<file path="config.mk">
export PLATFORM = sky130hd
export DESIGN_NAME = lzrle_queue
export DESIGN_NICKNAME = d
export VERILOG_FILES = /design/src/lzrle_pkg.sv /design/src/lzrle_queue.sv
export SDC_FILE = /design/constraint.sdc
export NUM_CORES = 1
export LEC_CHECK = 0
export BUFFER_PORTS_ARGS = -buffer_cell sky130_fd_sc_hd__buf_2
export CAP_MARGIN = 30
export CORE_MARGIN = 5
export CORE_UTILIZATION = 30
export CTS_CLUSTER_DIAMETER = 120
export CTS_CLUSTER_SIZE = 8
export DETAILED_ROUTE_END_ITERATION = 6
export GPL_TIMING_DRIVEN = 0
export SYNTH_ARGS = -nofsm -noshare
export SYNTH_HDL_FRONTEND = slang
export SYNTH_SLANG_ARGS = --single-unit
</file>
<file path="constraint.sdc">
create_clock -name clk -period 3.73 [get_ports clk]
set_input_delay 0.5595 -clock clk [delete_from_list [all_inputs] [get_ports clk]]
set_output_delay 0.5595 -clock clk [all_outputs]
set_load 0.005 [all_outputs]
</file>
<file path="src/lzrle_pkg.sv">
package lzrle_pkg;

  localparam int DEF_HISTORY_BYTES = 16384;
  localparam int DEF_RESULT_BYTES  = 32;
  localparam logic [14:0] DEF_MAX_OUTPUT = 15'd16384;

  localparam int QDEPTH = 4;
  localparam int QAW    = 2;

  localparam int OUT_TDATA_W = 296;
  localparam int LANE_BITS   = 256;

  localparam logic [2:0] ST_BUSY  = 3'd0;
  localparam logic [2:0] ST_DONE  = 3'd1;
  localparam logic [2:0] ST_TRUNC = 3'd2;
  localparam logic [2:0] ST_OVER  = 3'd3;
  localparam logic [2:0] ST_LOW   = 3'd4;
  localparam logic [2:0] ST_HIGH  = 3'd5;

  localparam logic [2:0] K_NONE = 3'd0;
  localparam logic [2:0] K_LIT  = 3'd1;
  localparam logic [2:0] K_FILL = 3'd2;
  localparam logic [2:0] K_PAIR = 3'd3;
  localparam logic [2:0] K_INC  = 3'd4;
  localparam logic [2:0] K_FWD  = 3'd5;
  localparam logic [2:0] K_REV  = 3'd6;
  localparam logic [2:0] K_BACK = 3'd7;

  typedef struct packed {
    logic [2:0]  kind;
    logic [11:0] len;
    logic [7:0]  val_a;
    logic [7:0]  val_b;
    logic [15:0] addr;
    logic [2:0]  status;
    logic [15:0] consumed;
    logic [14:0] decompressed;
  } lzrle_job_t;

  function automatic logic [7:0] bitrev8(input logic [7:0] b);
    logic [7:0] r;
    for (int i = 0; i < 8; i++) begin
      r[i] = b[7 - i];
    end
    return r;
  endfunction

endpackage

</file>
<file path="src/lzrle_queue.sv">
module lzrle_queue import lzrle_pkg::*; (
  input  logic       clk,
  input  logic       rst_n,
  input  logic       push,
  input  lzrle_job_t push_job,
  input  logic       pop,
  output lzrle_job_t head,
  output logic       full,
  output logic       empty
);

  lzrle_job_t     slot_r [QDEPTH];
  logic [QAW-1:0] wptr_r;
  logic [QAW-1:0] rptr_r;
  logic [QAW:0]   cnt_r;

  assign head  = slot_r[rptr_r];
  assign full  = (cnt_r == (QAW + 1)'(QDEPTH));
  assign empty = (cnt_r == '0);

  always_ff @(posedge clk) begin
    if (push) begin
      slot_r[wptr_r] <= push_job;
    end
  end

  always_ff @(posedge clk) begin
    if (!rst_n) begin
      wptr_r <= '0;
      rptr_r <= '0;
      cnt_r  <= '0;
    end else begin
      if (push) begin
        wptr_r <= wptr_r + QAW'(1);
      end
      if (pop) begin
        rptr_r <= rptr_r + QAW'(1);
      end
      if (push && !pop) begin
        cnt_r <= cnt_r + (QAW + 1)'(1);
      end else if (pop && !push) begin
        cnt_r <= cnt_r - (QAW + 1)'(1);
      end
    end
  end

endmodule

</file>
==> parameters.txt <==
Parameter                              Value

Detailed routing
  Total number of vias ... 5523
  Routed WL per cell ... 20.1 um
  Detailed-route wire length ... 24900 um
  Antenna Nets Post-Route ... 0
  Number of design rule violations left after detail routing ... 0
  DRT iter0 DRCs ... 222
  Number of vias per cell after detailed routing ... 4.46
  Detailed-router iteration count before antenna repair ... 4

STA
  Worst Max-Slew Pin Slew ... 0.993 ns
  Setup TNS ... 0 ns
  Slew Limit Headroom ... 0.338
  Number of hold violations in the final report ... 0
  Pins over their slew limit ... 0
  Final setup fails ... 0
  Unrepaired setup endpoints after global routing ... no
  Final min period ... 3.17 ns
  Worst Skew ... 0.0131 ns
  Maximum operating frequency ... 316 MHz
  Final worst path period share ... 0.850

Synth
  Most common library cells after synthesis ... sky130_fd_sc_hd__edfxtp_1 (324), sky130_fd_sc_hd__mux4_2 (81), sky130_fd_sc_hd__and2_1 (9), sky130_fd_sc_hd__dfxtp_1 (9)
  Mean cell area of the mapped netlist ... 26.2 um2
  Largest cells by area after synthesis ... sky130_fd_sc_hd__edfxtp_1 (80%), sky130_fd_sc_hd__mux4_2 (15%), sky130_fd_sc_hd__dfxtp_1 (1.5%)
  Primary FF master, synth ... sky130_fd_sc_hd__edfxtp_1
  Cell count after synthesis ... 466
  Number of register bits inferred by synthesis ... 333
  Post-synth top area share ... 0.797
  Synthesized Nets ... 557
  Number of synthesis warnings ... 0
  Dominant cell type by area after synthesis ... sky130_fd_sc_hd__edfxtp_1
  Count of flip-flops with a built-in enable after synthesis ... 324
  Portion of the post-synthesis area used by sequential elements ... 0.811
  Number of distinct library cells after synthesis ... 21
  Area of the mapped netlist ... 12200 um2
  Share of flip-flops with an asynchronous set or reset after synthesis ... 0
  Cell with the most instances after synthesis ... sky130_fd_sc_hd__edfxtp_1

Die
  Initial core utilization ... 0.301
  Rows ... 74
  Die Ht ... 212 um
  Core footprint ... 40600 um2
  Area of the die ... 44800 um2
  Die W ... 212 um
  I/O pins ... 168

Critical path
  Cell type of the slowest stage on the worst timing path ... sky130_fd_sc_hd__clkbuf_1
  R2r endpoint ... slot_r[2][16]
  Source of the worst register-to-register timing path ... wptr_r[0]
  Cell mode on critical path ... sky130_fd_sc_hd__buf_2
  Endpoint class of the critical path ... output port
  Launching element type of the critical path ... register
  Buf+Inv Stages, Crit Path ... 3
  Largest fanout of any net on the critical path ... 11
  Data required time at the worst endpoint ... 3.17 ns
  Crit-path max cell delay ... 0.73 ns
  Crit path cell chain ... clkbuf_1 > buf_2 > mux4_2 > buf_2
  Data arrival time of the critical path ... 2.61 ns
  Critical path's top delay family ... buffers and inverters
  Crit Path Class ... register to output port
  Number of cell instances on the worst register-to-register path ... 4
  Critical path endpoint ... head[44]
  FF-to-FF setup slack ... 1.80 ns
  CP Depth ... 4

Clock tree
  Cells resized by post-CTS repair ... 0
  Clock Tree Buf Depth ... 3
  Number of clock sinks seen by CTS ... 333
  Setup bufs post-CTS ... 0
  Cell at the root of the clock tree ... sky130_fd_sc_hd__clkbuf_16
  Count of hold-fix buffers inserted at cts ... 0
  CTS tree ... yes
  CTS clk-pin slew, worst paths ... 0.05 ns
  H-tree level count ... 2
  Number of buffers inserted during clock tree synthesis ... 47
  Clock latency of the later-clocked register in the worst-skew pair ... 0.55 ns

GRT
  Remaining global-route overflow ... 0
  GR Util All Layers ... 0.112
  Maximum number of pins on one net before global-route repair ... 51
  Number of antenna violations at the first check in global routing ... 1
  First-pass GRT wire length ... 37800 um
  Number of global-route vias before repair ... 6224

Finish
  Share of final-layout standard cells stronger than drive strength 1 ... 0.458
  Multi-input combinational cell area ... 2080 um2
  Filler cells ... 3758
  Synthesis-to-finish area growth ... 23.8%
  Final Core Density ... 0.373
  Area taken by flip-flops and latches ... 9910 um2
  Post-layout net count ... 777

Power
  Power after layout ... 0.00891 W
  Maximum ir drop on the vdd rail ... 0.346 mV
  Leak ... 5.07 nW
  Power density over the cells ... 589 nW/um2

Hold path
  Beginning of the worst hold path ... push_job[23]
  Hold WC Path Type ... primary input to register

Outcome
  Run status ... completed

Placement
  HPWL after detailed placement ... 14900 um
  Port Buffer Count ... 167
  Last weighted congestion value of the routability-driven placer ... 0.635

Run
  Count of maximum capacitance violations ... 0
[per-layer routing]
metal | routed length (um) | GRT usage
met1 | 10300 | 0.139
met2 | 12500 | 0.188
met3 | 1550 | 0.0368
met4 | 566 | 0.0340
met5 | 13 | 0
[state kept, by name (all words and copies together) (netlist names), named ones only]
signal and count:
wptr_r 2, cnt_r 3, slot_r 324, rptr_r 2
[power by group]
group | switching (W) | total [W] | internal, W | leakage [nW]
registers | 0.0000403 | 0.00435 | 0.00431 | 3.05
logic | 0.000396 | 0.000790 | 0.000394 | 1.40
clock network | 0.00142 | 0.00377 | 0.00235 | 0.629
total | 0.00186 | 0.00891 | 0.00705 | 5.07
[cell families after synthesis]
family                     Yosys count  synth area share
AOI/OAI and AO/OA                    2           0.00102
xor gates and xnor gates             5           0.00359
adders and majority gates            6           0.00676
buffers and inverters               22            0.0188
DFF                                333             0.811
muxes                               83             0.151
and+or+nand+nor                     15           0.00748
[worst reg2reg max path, cell delays in order, from the launching register on]
cell,delay (ns)
sky130_fd_sc_hd__dfxtp_1,0.34
sky130_fd_sc_hd__inv_1,0.09
sky130_fd_sc_hd__ha_1,0.15
sky130_fd_sc_hd__and2_4,0.69
sky130_fd_sc_hd__buf_12,0.34
[worst min path at each step]
stage	to	cells after the start
after detailed placement	cnt_r[2]	2
after CTS	slot_r[0][41]	1
after global placement	cnt_r[2]	2
after global routing	slot_r[1][75]	1
after floorplan	cnt_r[2]	2
final	slot_r[1][23]	1
[layout by cell type (no fill, tap or decap), types with 3 or more instances in the layout]
cell                        netlist  routed
sky130_fd_sc_hd__and2_1           9       5
sky130_fd_sc_hd__and2_4           0       4
sky130_fd_sc_hd__buf_12           8      10
sky130_fd_sc_hd__buf_2            8     175
sky130_fd_sc_hd__clkbuf_1         1      19
sky130_fd_sc_hd__clkbuf_16        0      49
sky130_fd_sc_hd__dfxtp_1          9       9
sky130_fd_sc_hd__edfxtp_1       324     324
sky130_fd_sc_hd__ha_1             5       5
sky130_fd_sc_hd__inv_1            4       4
sky130_fd_sc_hd__mux4_2          81      81
sky130_fd_sc_hd__xor2_1           3       3
[through the flow]
stage	hold WS, ns	instances	area, um2	setup slack (ns)
2_1_floorplan	0.472	466	12200	0.837
3_3_place_gp	0.489	1165	13700	-1.27
3_5_place_dp	0.501	1169	13800	1.04
4_1_cts	0.176	1237	15100	0.431
5_1_grt	0.188	1237	15100	0.441
6_report	0.229	1239	15100	0.561
[final cells by class]
class,instances,share of cell area
antenna,2,0.000331
buffer,18,0.0142
clock buffer,67,0.0855
clock inverter,1,0.000331
inverter,4,0.000993
multi-input combinational,111,0.138
sequential,333,0.655
tap,532,0.0440
timing repair buffer,171,0.0615
No activity file was read; power rests on OpenSTA's default activity.
