===== src/lzrle_pkg.sv =====
package lzrle_pkg;

  localparam int DEF_HISTORY_BYTES = 16384;
  localparam int DEF_RESULT_BYTES  = 32;
  localparam logic [14:0] DEF_MAX_OUTPUT = 15'd16384;

  localparam int QDEPTH = 4;
  localparam int QAW    = 2;

  localparam int OUT_TDATA_W = 296;
  localparam int LANE_BITS   = 256;

  localparam logic [2:0] ST_BUSY  = 3'd0;
  localparam logic [2:0] ST_DONE  = 3'd1;
  localparam logic [2:0] ST_TRUNC = 3'd2;
  localparam logic [2:0] ST_OVER  = 3'd3;
  localparam logic [2:0] ST_LOW   = 3'd4;
  localparam logic [2:0] ST_HIGH  = 3'd5;

  localparam logic [2:0] K_NONE = 3'd0;
  localparam logic [2:0] K_LIT  = 3'd1;
  localparam logic [2:0] K_FILL = 3'd2;
  localparam logic [2:0] K_PAIR = 3'd3;
  localparam logic [2:0] K_INC  = 3'd4;
  localparam logic [2:0] K_FWD  = 3'd5;
  localparam logic [2:0] K_REV  = 3'd6;
  localparam logic [2:0] K_BACK = 3'd7;

  typedef struct packed {
    logic [2:0]  kind;
    logic [11:0] len;
    logic [7:0]  val_a;
    logic [7:0]  val_b;
    logic [15:0] addr;
    logic [2:0]  status;
    logic [15:0] consumed;
    logic [14:0] decompressed;
  } lzrle_job_t;

  function automatic logic [7:0] bitrev8(input logic [7:0] b);
    logic [7:0] r;
    for (int i = 0; i < 8; i++) begin
      r[i] = b[7 - i];
    end
    return r;
  endfunction

endpackage


===== src/lzrle_front.sv =====
module lzrle_front import lzrle_pkg::*; #(
  parameter int HISTORY_BYTES = DEF_HISTORY_BYTES
) (
  input  logic        clk,
  input  logic        rst_n,
  input  logic        cfg_wr_en,
  input  logic [14:0] cfg_wr_data,
  input  logic        in_valid,
  input  logic [7:0]  in_byte,
  input  logic        in_last,
  output logic        in_ready,
  input  logic        q_full,
  output logic        push,
  output lzrle_job_t  job
);

  localparam int CW = $clog2(HISTORY_BYTES + 1);
  localparam int SW = ((CW > 16) ? CW : 16) + 1;

  localparam logic [2:0] PH_CTRL = 3'd0;
  localparam logic [2:0] PH_EXT  = 3'd1;
  localparam logic [2:0] PH_LIT  = 3'd2;
  localparam logic [2:0] PH_ARG1 = 3'd3;
  localparam logic [2:0] PH_ARG2 = 3'd4;
  localparam logic [2:0] PH_STOP = 3'd5;

  localparam logic [2:0] CMD_LIT  = 3'd0;
  localparam logic [2:0] CMD_FILL = 3'd1;
  localparam logic [2:0] CMD_PAIR = 3'd2;
  localparam logic [2:0] CMD_INC  = 3'd3;
  localparam logic [2:0] CMD_FWD  = 3'd4;
  localparam logic [2:0] CMD_REV  = 3'd5;
  localparam logic [2:0] CMD_BACK = 3'd6;
  localparam logic [2:0] CMD_EXT  = 3'd7;

  logic [14:0]   max_r;
  logic [2:0]    phase_r, phase_nxt;
  logic [2:0]    cmd_r, cmd_nxt;
  logic [10:0]   rl_r, rl_nxt;
  logic [7:0]    af_r, af_nxt;
  logic [CW-1:0] oc_r, oc_nxt;
  logic [15:0]   src_r, src_nxt;
  logic [2:0]    status_r, status_nxt;

  logic          start_en;
  logic [2:0]    start_cmd;
  logic [10:0]   start_len;
  logic [11:0]   produce;
  logic [SW-1:0] lim;
  logic [15:0]   addr;

  assign in_ready = !q_full;
  assign push     = in_valid && !q_full;
  assign addr     = {af_r, in_byte};
  assign lim      = (SW'(max_r) < SW'(HISTORY_BYTES)) ? SW'(max_r) : SW'(HISTORY_BYTES);

  always_comb begin
    phase_nxt  = phase_r;
    cmd_nxt    = cmd_r;
    rl_nxt     = rl_r;
    af_nxt     = af_r;
    src_nxt    = src_r;
    status_nxt = status_r;
    start_en   = 1'b0;
    start_cmd  = cmd_r;
    start_len  = rl_r;
    produce    = 12'd0;
    job        = '0;
    job.kind   = K_NONE;
    job.val_a  = in_byte;
    job.addr   = addr;
    if (phase_r != PH_STOP) begin
      if (src_r != 16'hFFFF) begin
        src_nxt = src_r + 16'd1;
      end
      case (phase_r)
        PH_CTRL: begin
          if (in_byte == 8'hFF) begin
            status_nxt = ST_DONE;
          end else if (in_byte[7:5] == CMD_EXT) begin
            cmd_nxt   = (in_byte[4:2] == CMD_EXT) ? CMD_FWD : in_byte[4:2];
            rl_nxt    = {1'b0, in_byte[1:0], 8'h00};
            phase_nxt = PH_EXT;
          end else begin
            start_en  = 1'b1;
            start_cmd = in_byte[7:5];
            start_len = 11'(in_byte[4:0]) + 11'd1;
          end
        end
        PH_EXT: begin
          start_en  = 1'b1;
          start_cmd = cmd_r;
          start_len = 11'({rl_r[9:8], in_byte}) + 11'd1;
        end
        PH_LIT: begin
          job.kind = K_LIT;
          job.len  = 12'd1;
          rl_nxt   = rl_r - 11'd1;
          if (rl_r == 11'd1) begin
            phase_nxt = PH_CTRL;
          end
        end
        PH_ARG1: begin
          af_nxt = in_byte;
          if (cmd_r == CMD_FILL || cmd_r == CMD_INC) begin
            job.kind  = (cmd_r == CMD_FILL) ? K_FILL : K_INC;
            job.len   = 12'(rl_r);
            phase_nxt = PH_CTRL;
          end else begin
            phase_nxt = PH_ARG2;
          end
        end
        PH_ARG2: begin
          job.val_a = af_r;
          job.val_b = in_byte;
          if (cmd_r == CMD_PAIR) begin
            job.kind  = K_PAIR;
            job.len   = {rl_r, 1'b0};
            phase_nxt = PH_CTRL;
          end else if (cmd_r == CMD_BACK) begin
            if (SW'(addr) < SW'(rl_r) - SW'(1)) begin
              status_nxt = ST_LOW;
            end else if (SW'(addr) >= SW'(oc_r)) begin
              status_nxt = ST_HIGH;
            end else begin
              job.kind  = K_BACK;
              job.len   = 12'(rl_r);
              phase_nxt = PH_CTRL;
            end
          end else begin
            if (SW'(addr) + SW'(rl_r) > SW'(oc_r)) begin
              status_nxt = ST_HIGH;
            end else begin
              job.kind  = (cmd_r == CMD_REV) ? K_REV : K_FWD;
              job.len   = 12'(rl_r);
              phase_nxt = PH_CTRL;
            end
          end
        end
        default: begin
          phase_nxt = phase_r;
        end
      endcase
      if (start_en) begin
        produce = (start_cmd == CMD_PAIR) ? {start_len, 1'b0} : {1'b0, start_len};
        if (SW'(oc_r) + SW'(produce) > lim) begin
          status_nxt = ST_OVER;
        end else begin
          cmd_nxt   = start_cmd;
          rl_nxt    = start_len;
          phase_nxt = (start_cmd == CMD_LIT) ? PH_LIT : PH_ARG1;
        end
      end
      if (status_nxt == ST_BUSY && in_last) begin
        status_nxt = ST_TRUNC;
      end
      if (status_nxt != ST_BUSY) begin
        phase_nxt = PH_STOP;
      end
    end
    oc_nxt           = CW'(SW'(oc_r) + SW'(job.len));
    job.status       = status_nxt;
    job.consumed     = src_nxt;
    job.decompressed = 15'(oc_nxt);
  end

  always_ff @(posedge clk) begin
    if (!rst_n) begin
      max_r    <= DEF_MAX_OUTPUT;
      phase_r  <= PH_CTRL;
      cmd_r    <= CMD_LIT;
      rl_r     <= '0;
      af_r     <= '0;
      oc_r     <= '0;
      src_r    <= '0;
      status_r <= ST_BUSY;
    end else begin
      if (cfg_wr_en) begin
        max_r <= cfg_wr_data;
      end
      if (push) begin
        phase_r  <= phase_nxt;
        cmd_r    <= cmd_nxt;
        rl_r     <= rl_nxt;
        af_r     <= af_nxt;
        oc_r     <= oc_nxt;
        src_r    <= src_nxt;
        status_r <= status_nxt;
      end
    end
  end

endmodule


===== config.mk =====
export PLATFORM = sky130hd
export DESIGN_NAME = lzrle_front
export DESIGN_NICKNAME = d
export VERILOG_FILES = /design/src/lzrle_pkg.sv /design/src/lzrle_front.sv
export SDC_FILE = /design/constraint.sdc
export NUM_CORES = 1
export LEC_CHECK = 0
export BUFFER_PORTS_ARGS = -buffer_cell sky130_fd_sc_hd__buf_4
export CORE_MARGIN = 1.5
export CORE_UTILIZATION = 35
export DETAILED_ROUTE_END_ITERATION = 6
export HOLD_SLACK_MARGIN = 0.05
export PLACE_DENSITY = 0.53
export SLEW_MARGIN = 15
export SYNTH_ARGS = -nofsm -noshare
export SYNTH_HDL_FRONTEND = slang
export SYNTH_SLANG_ARGS = --single-unit

===== constraint.sdc =====
create_clock -name clk -period 9.7 [get_ports clk]
set_input_delay 1.94 -clock clk [delete_from_list [all_inputs] [get_ports clk]]
set_output_delay 1.94 -clock clk [all_outputs]
set_load 0.05 [all_outputs]

==> results of run 1 <==
==> worst register-to-register path, delay by kind of cell (launching register included) <==
family	cells	cell delay (ns)
compound gates	14	3.07
simple gates	6	1.21
buf+inv	5	0.96
fa+ha+maj	3	0.84
flops	1	0.46
==> worst max-delay path by stage <==
| stage | from | to |
|---|---|---|
| floorplan | in_byte[0] | job[14] |
| global placement | in_byte[0] | job[14] |
| detailed placement | in_byte[0] | job[14] |
| CTS | in_byte[0] | job[14] |
| global route | in_byte[1] | job[12] |
| finish | in_byte[0] | job[12] |
==> sequential cells by signal (all words and copies together) (netlist names) <==
signal	flops
src_r	16
max_r	15
oc_r	15
rl_r	11
af_r	8
cmd_r	3
phase_r	3
status_r	3
==> kinds of logic after synthesis <==
kind of cell,count (synthesis),synth area share
fa+ha+maj,102,0.162
buf+inv,116,0.0612
mux,38,0.0526
simple gates,387,0.228
xor+xnor,74,0.0811
compound gates,273,0.230
flops,74,0.185
==> power by group through the flow <==
| stage | logic [mW] | clock network [mW] | registers [mW] |
|---|---|---|---|
| after floorplan | 0.361 | 0 | 0.331 |
| after global placement | 0.480 | 0 | 0.347 |
| after detailed placement | 0.483 | 0 | 0.347 |
| after CTS | 0.486 | 0.360 | 0.340 |
| after global routing | 0.551 | 0.371 | 0.343 |
| final | 0.497 | 0.349 | 0.340 |
==> cell usage in the layout, fill, tap and decap left out, types with 3 or more instances in the layout <==
cell and n:
o21a_1 9, inv_1 51, and2_1 8, xor2_1 16, nor4b_1 3, buf_6 3
clkinv_4 3, nand2_1 129, or2_2 3, nand4_1 18, a22o_1 9, nor2_1 113
o21bai_1 5, mux4_2 3, a211oi_1 14, dfxtp_1 74, nor2_2 3, a31oi_1 11
o21ai_1 7, mux2i_1 33, nor3_1 29, o211ai_1 14, or3_1 6, and3_1 11
a21o_1 11, clkbuf_16 9, nand2b_1 7, a211o_1 11, nor4_1 4, o22ai_1 6
a211oi_2 3, xnor2_1 56, o21ai_0 46, buf_4 152, nand3_1 28, nor2b_1 6
a2111oi_0 3, ha_1 97, a21oi_1 75, o211a_1 3
==> layout make-up <==
cell class / instances / area (um^2) / share of cell area
timing repair buffer: 156 / 1190 / 0.123
sequential: 74 / 1480 / 0.153
inverter: 53 / 199 / 0.0205
tap: 285 / 357 / 0.0368
multi-input combinational: 874 / 6170 / 0.636
clock inverter: 7 / 77.6 / 0.00800
clock buffer: 9 / 225 / 0.0232
==> metal layers <==
metal | global-route usage | part of all wire
met1 | 0.313 | 0.48
met2 | 0.374 | 0.46
met3 | 0.0273 | 0.048
met4 | 0.0504 | 0.013
met5 | 0 | 0
==> timing repair <==
action,in CTS,in global routing
setup buffers,0,6
gates resized for setup,1,31
setup endpoints to repair,2,8
pin swaps,0,24
==> impl_metrics.env, run 1 <==
export IMPL_min_path_cells=2
export IMPL_die_w_um=154
export IMPL_postSynthCellCount=1064
export IMPL_p_clk_frac=0.294
export IMPL_async_flop_share=0
export IMPL_synth_main_ff_cell="dfxtp_1"
export IMPL_ios=112
export IMPL_start_kind="input port"
export IMPL_drive_above_1_share=0.186
export IMPL_slew_headroom=0.354
export IMPL_setup_violations=0
export IMPL_ys_warn_count=0
export IMPL_area_growth_pct=21.3
export IMPL_ant_nets=0
export IMPL_peakVddDrop_uv=77.2
export IMPL_crit_type="input port to output pin"
export IMPL_cp_max_fo=3
export IMPL_min_from="max_r[11]"
export IMPL_fin_ws_ns=0.224
export IMPL_core_mm2=0.0225
export IMPL_max_freq_mhz=106
export IMPL_synth_distinct_cells=88
export IMPL_fin_cells=1458
export IMPL_dp_slack_ns=0.00391
export IMPL_grt_usage=0.226
export IMPL_hold_viol_final=0
export IMPL_sw_frac_of_total=0.400
export IMPL_netlist_area_mm2=0.00800
export IMPL_die_h_um=154
export IMPL_synth_most_common_cell="nand2_1"
export IMPL_whs_endpoint="max_r[11]"
export IMPL_fin_crit_ns=9.48
export IMPL_grt_start_max_net_pins=59
export IMPL_r2r_start="phase_r[0]"
export IMPL_n_antenna_cell=0
export IMPL_worst_slew_pin_slew_ns=0.964
export IMPL_grt_pass1_wl_um=42100
export IMPL_path_buf_inv=4
export IMPL_cts_made_buffers=9
export IMPL_synth_edf_count=0
export IMPL_crit_required_ns=7.76
export IMPL_clkTransAtPathRegs_ns=0.06
export IMPL_power_density_mw_per_mm2=122
export IMPL_syn_nets=1195
export IMPL_portBuffers=111
export IMPL_ctsHoldBuffers=0
export IMPL_antenna_found_initial=0
export IMPL_die_area_mm2=0.0238
export IMPL_placedCellCount=1436
export IMPL_fillers=2339
export IMPL_wire_per_inst_um=18.3
export IMPL_critPathTopFamily="compound AO/OA/AOI/OAI gates"
export IMPL_syn_avg_cell_area_um2=7.51
export IMPL_htree_levels=3
export IMPL_slowest_delay_ns=0.45
export IMPL_netlist_top_cells_count="129 x nand2_1, 116 x nor2_1, 99 x ha_1"
export IMPL_totalNegativeSetupSlack_ns=0
export IMPL_clkLatencyLatePin_ns=0.35
export IMPL_overflow=0
export IMPL_cap_violations=0
export IMPL_timing_hold_ws_ns=0.492
export IMPL_crit_cells=29
export IMPL_yosysSeqAreaShare=0.185
export IMPL_reg2regPathDepth=28
export IMPL_p_leak_nw=4.19
export IMPL_cp_end_kind="output pin"
export IMPL_grt_pass1_vias=7509
export IMPL_fin_crit_sh=0.977
export IMPL_dp_hpwl_um=20600
export IMPL_final_util=0.431
export IMPL_rows=55
export IMPL_switchingPower_mw=0.475
export IMPL_cts_num_sinks=74
export IMPL_synth_top_cell_area_share=0.185
export IMPL_netlist_top_cells_area="dfxtp_1 19%, ha_1 15%, xnor2_1 6.4%"
export IMPL_final_nets=1299
export IMPL_synth_top_cell_by_area="dfxtp_1"
export IMPL_skew_ns=0.0105
export IMPL_timing_rr_end="rl_r[3]"
export IMPL_p_total_mw=1.19
export IMPL_vias=7989
export IMPL_cp_slowest_cell="a222oi_1"
export IMPL_grt_setup_unrepaired="true"
export IMPL_dr_pass1_iters=5
export IMPL_synth_seq_cells=74
export IMPL_crit_arrival_ns=7.54
export IMPL_sequentialPowerShare=0.287
export IMPL_min_path_type="flop to flop"
export IMPL_tritoncts="yes"
export IMPL_stdcell_area_mm2=0.00970
export IMPL_cts_root_buf="clkbuf_16"
export IMPL_maxSlewViolCount=0
export IMPL_start_util=0.355
export IMPL_outcome="complete, no violations"
export IMPL_cts_buffer_depth=2
export IMPL_avgViaCountPerCell=5.48
export IMPL_routed_wl_um=26700
export IMPL_postPlaceCellArea_mm2=0.00923
export IMPL_place_congestion=0.916
export IMPL_drc=0
export IMPL_power_frac_comb=0.419
export IMPL_r2r_slack_ns=3.00
export IMPL_drtIter0Drc=528
export IMPL_p_int_mw=0.712
Note: power is estimated with default switching activity, not from simulation.
==> run 2, diff against run 1 <==
PLACE_DENSITY = 0.55   (was 0.53)
==> run 2 against run 1 <==
Effect of this change:
- global-route usage is 0.47 points lower
- sequential power about the same
- cell area decreased by 0.17%
- utilization decreased by 0.072 points
- clock skew is 0.00093 ns higher
- sequential share of layout area about the same
- largest power group unchanged
- hold slack better by 0.0014 ns
- clock power fell by 1%
- register-to-register slack better by 0.23 ns
- count of clock-buffer cells in the layout increased by 1
==> impl_metrics.env, run 2 (synthesized netlist as in run 1, its figures left out) <==
export IMPL_stdcell_area_mm2=0.00968
export IMPL_outcome="complete, no violations"
export IMPL_avgViaCountPerCell=5.54
export IMPL_antenna_found_initial=0
export IMPL_ctsHoldBuffers=0
export IMPL_core_mm2=0.0225
export IMPL_crit_type="input port to output pin"
export IMPL_reg_top3="src_r x16, max_r x15, oc_r x15"
export IMPL_start_util=0.355
export IMPL_cp_slowest_cell="fa_2"
export IMPL_dp_hpwl_um=20700
export IMPL_final_common_cell="buf_4"
export IMPL_final_util=0.430
export IMPL_dr_pass1_iters=6
export IMPL_power_density_mw_per_mm2=123
export IMPL_cts_root_buf="clkbuf_16"
export IMPL_vias=8074
export IMPL_power_frac_comb=0.422
export IMPL_crit_arrival_ns=7.48
export IMPL_peakVddDrop_uv=105
export IMPL_fin_crit_ns=9.42
export IMPL_start_kind="input port"
export IMPL_clkLatencyLatePin_ns=0.35
export IMPL_wire_per_inst_um=18.2
export IMPL_hold_viol_final=0
export IMPL_cts_buffer_depth=2
export IMPL_ant_nets=0
export IMPL_ios=112
export IMPL_slowest_delay_ns=0.41
export IMPL_drc=0
export IMPL_cp_end_kind="output pin"
export IMPL_htree_levels=3
export IMPL_max_freq_mhz=106
export IMPL_drive_above_1_share=0.186
export IMPL_rows=55
export IMPL_portBuffers=111
export IMPL_fin_ws_ns=0.279
export IMPL_tritoncts="yes"
export IMPL_grt_start_max_net_pins=38
export IMPL_sw_frac_of_total=0.398
export IMPL_area_growth_pct=21.1
export IMPL_fin_crit_sh=0.971
export IMPL_cap_violations=0
export IMPL_p_clk_frac=0.290
export IMPL_slew_headroom=0.401
export IMPL_final_nets=1299
export IMPL_timing_hold_ws_ns=0.493
export IMPL_postPlaceCellArea_mm2=0.00921
export IMPL_layout_common_cells="153 x buf_4, 129 x nand2_1, 113 x nor2_1, 97 x ha_1, 76 x a21oi_1"
export IMPL_totalNegativeSetupSlack_ns=0
export IMPL_grt_pass1_vias=7436
export IMPL_die_w_um=154
export IMPL_switchingPower_mw=0.472
export IMPL_p_leak_nw=4.18
export IMPL_overflow=0
export IMPL_skew_ns=0.0114
export IMPL_grt_usage=0.221
export IMPL_cts_num_sinks=74
export IMPL_cts_made_buffers=9
export IMPL_die_h_um=154
export IMPL_grt_pass1_wl_um=41500
export IMPL_worst_slew_pin_slew_ns=0.894
export IMPL_cp_max_fo=9
export IMPL_drtIter0Drc=638
export IMPL_routed_wl_um=26600
export IMPL_sequentialPowerShare=0.288
export IMPL_setup_violations=0
export IMPL_maxSlewViolCount=0
export IMPL_dp_slack_ns=-0.0217
export IMPL_top_register="src_r"
export IMPL_p_int_mw=0.714
export IMPL_largest_reg_flops=16
export IMPL_n_antenna_cell=0
export IMPL_die_area_mm2=0.0238
export IMPL_min_path_type="flop to flop"
export IMPL_crit_required_ns=7.76
export IMPL_clkTransAtPathRegs_ns=0.06
export IMPL_place_congestion=0.890
run 2: cell types whose count changed in the layout (fill, tap and decap cells not counted), sizes merged:
cell / before / now
clkinv: 4 / 3
clkbuf: 9 / 10
run 2: layout make-up:
type | count | area (um^2)
Multi-Input combinational cell | 874 | 6170
Clock buffer | 10 | 229
Sequential cell | 74 | 1480
Timing Repair Buffer | 156 | 1180
Clock inverter | 6 | 65.1
Tap cell | 285 | 357
Inverter | 53 | 199
Fill cell | 2332 | 12800
run 2: final timing paths:
check / start / end / slack [ns] / cells past startpoint
hold reg to reg: status_r[2] / status_r[2] / 0.49 / 1
hold / removal: status_r[2] / status_r[2] / 0.49 / 1
setup / recovery: in_byte[0] / job[14] / 0.28 / 28
setup reg to reg: phase_r[0] / rl_r[3] / 3.23 / 25
run 2: per-layer routing:
| metal | up-vias | global-route usage | part of all wire |
|---|---|---|---|
| met2 | 239 | 0.341 | 0.44 |
| met5 | - | 0 | 0 |
| met3 | 28 | 0.0262 | 0.056 |
| li1 | 4026 | - | - |
| met1 | 3781 | 0.319 | 0.48 |
| met4 | 0 | 0.0707 | 0.022 |
run 2: per-stage QoR:
stage,power [mW],std cells
after floorplan,0.692,1064
after global placement,0.826,1434
after detailed placement,0.830,1434
after CTS,1.18,1450
after global routing,1.26,1458
final,1.19,1458
run 2: worst max-delay path: cells and delay by family:
family                   cells  cell delay [ns]
AO/OA/AOI/OAI               14             3.08
buffers and inverters        4             0.51
XOR/XNOR                     2             0.33
AND/OR/NAND/NOR              4             0.49
adder cells (fa/ha/maj)      4             1.13
run 2: power by group through the flow:
stage          sequential, mW  combinational (mW)  clock [mW]
3_3_place_gp            0.347               0.478           0
2_1_floorplan           0.331               0.361           0
3_5_place_dp            0.347               0.482           0
6_report                0.341               0.501       0.344
4_1_cts                 0.340               0.486       0.352
5_1_grt                 0.343               0.552       0.364
run 2: repair_timing:
action                     4_1_cts  5_1_grt
pin swaps                        0       20
setup buffers                    0        8
gates resized for setup          1       27
setup endpoints to repair        2        9
gates cloned                     0        0
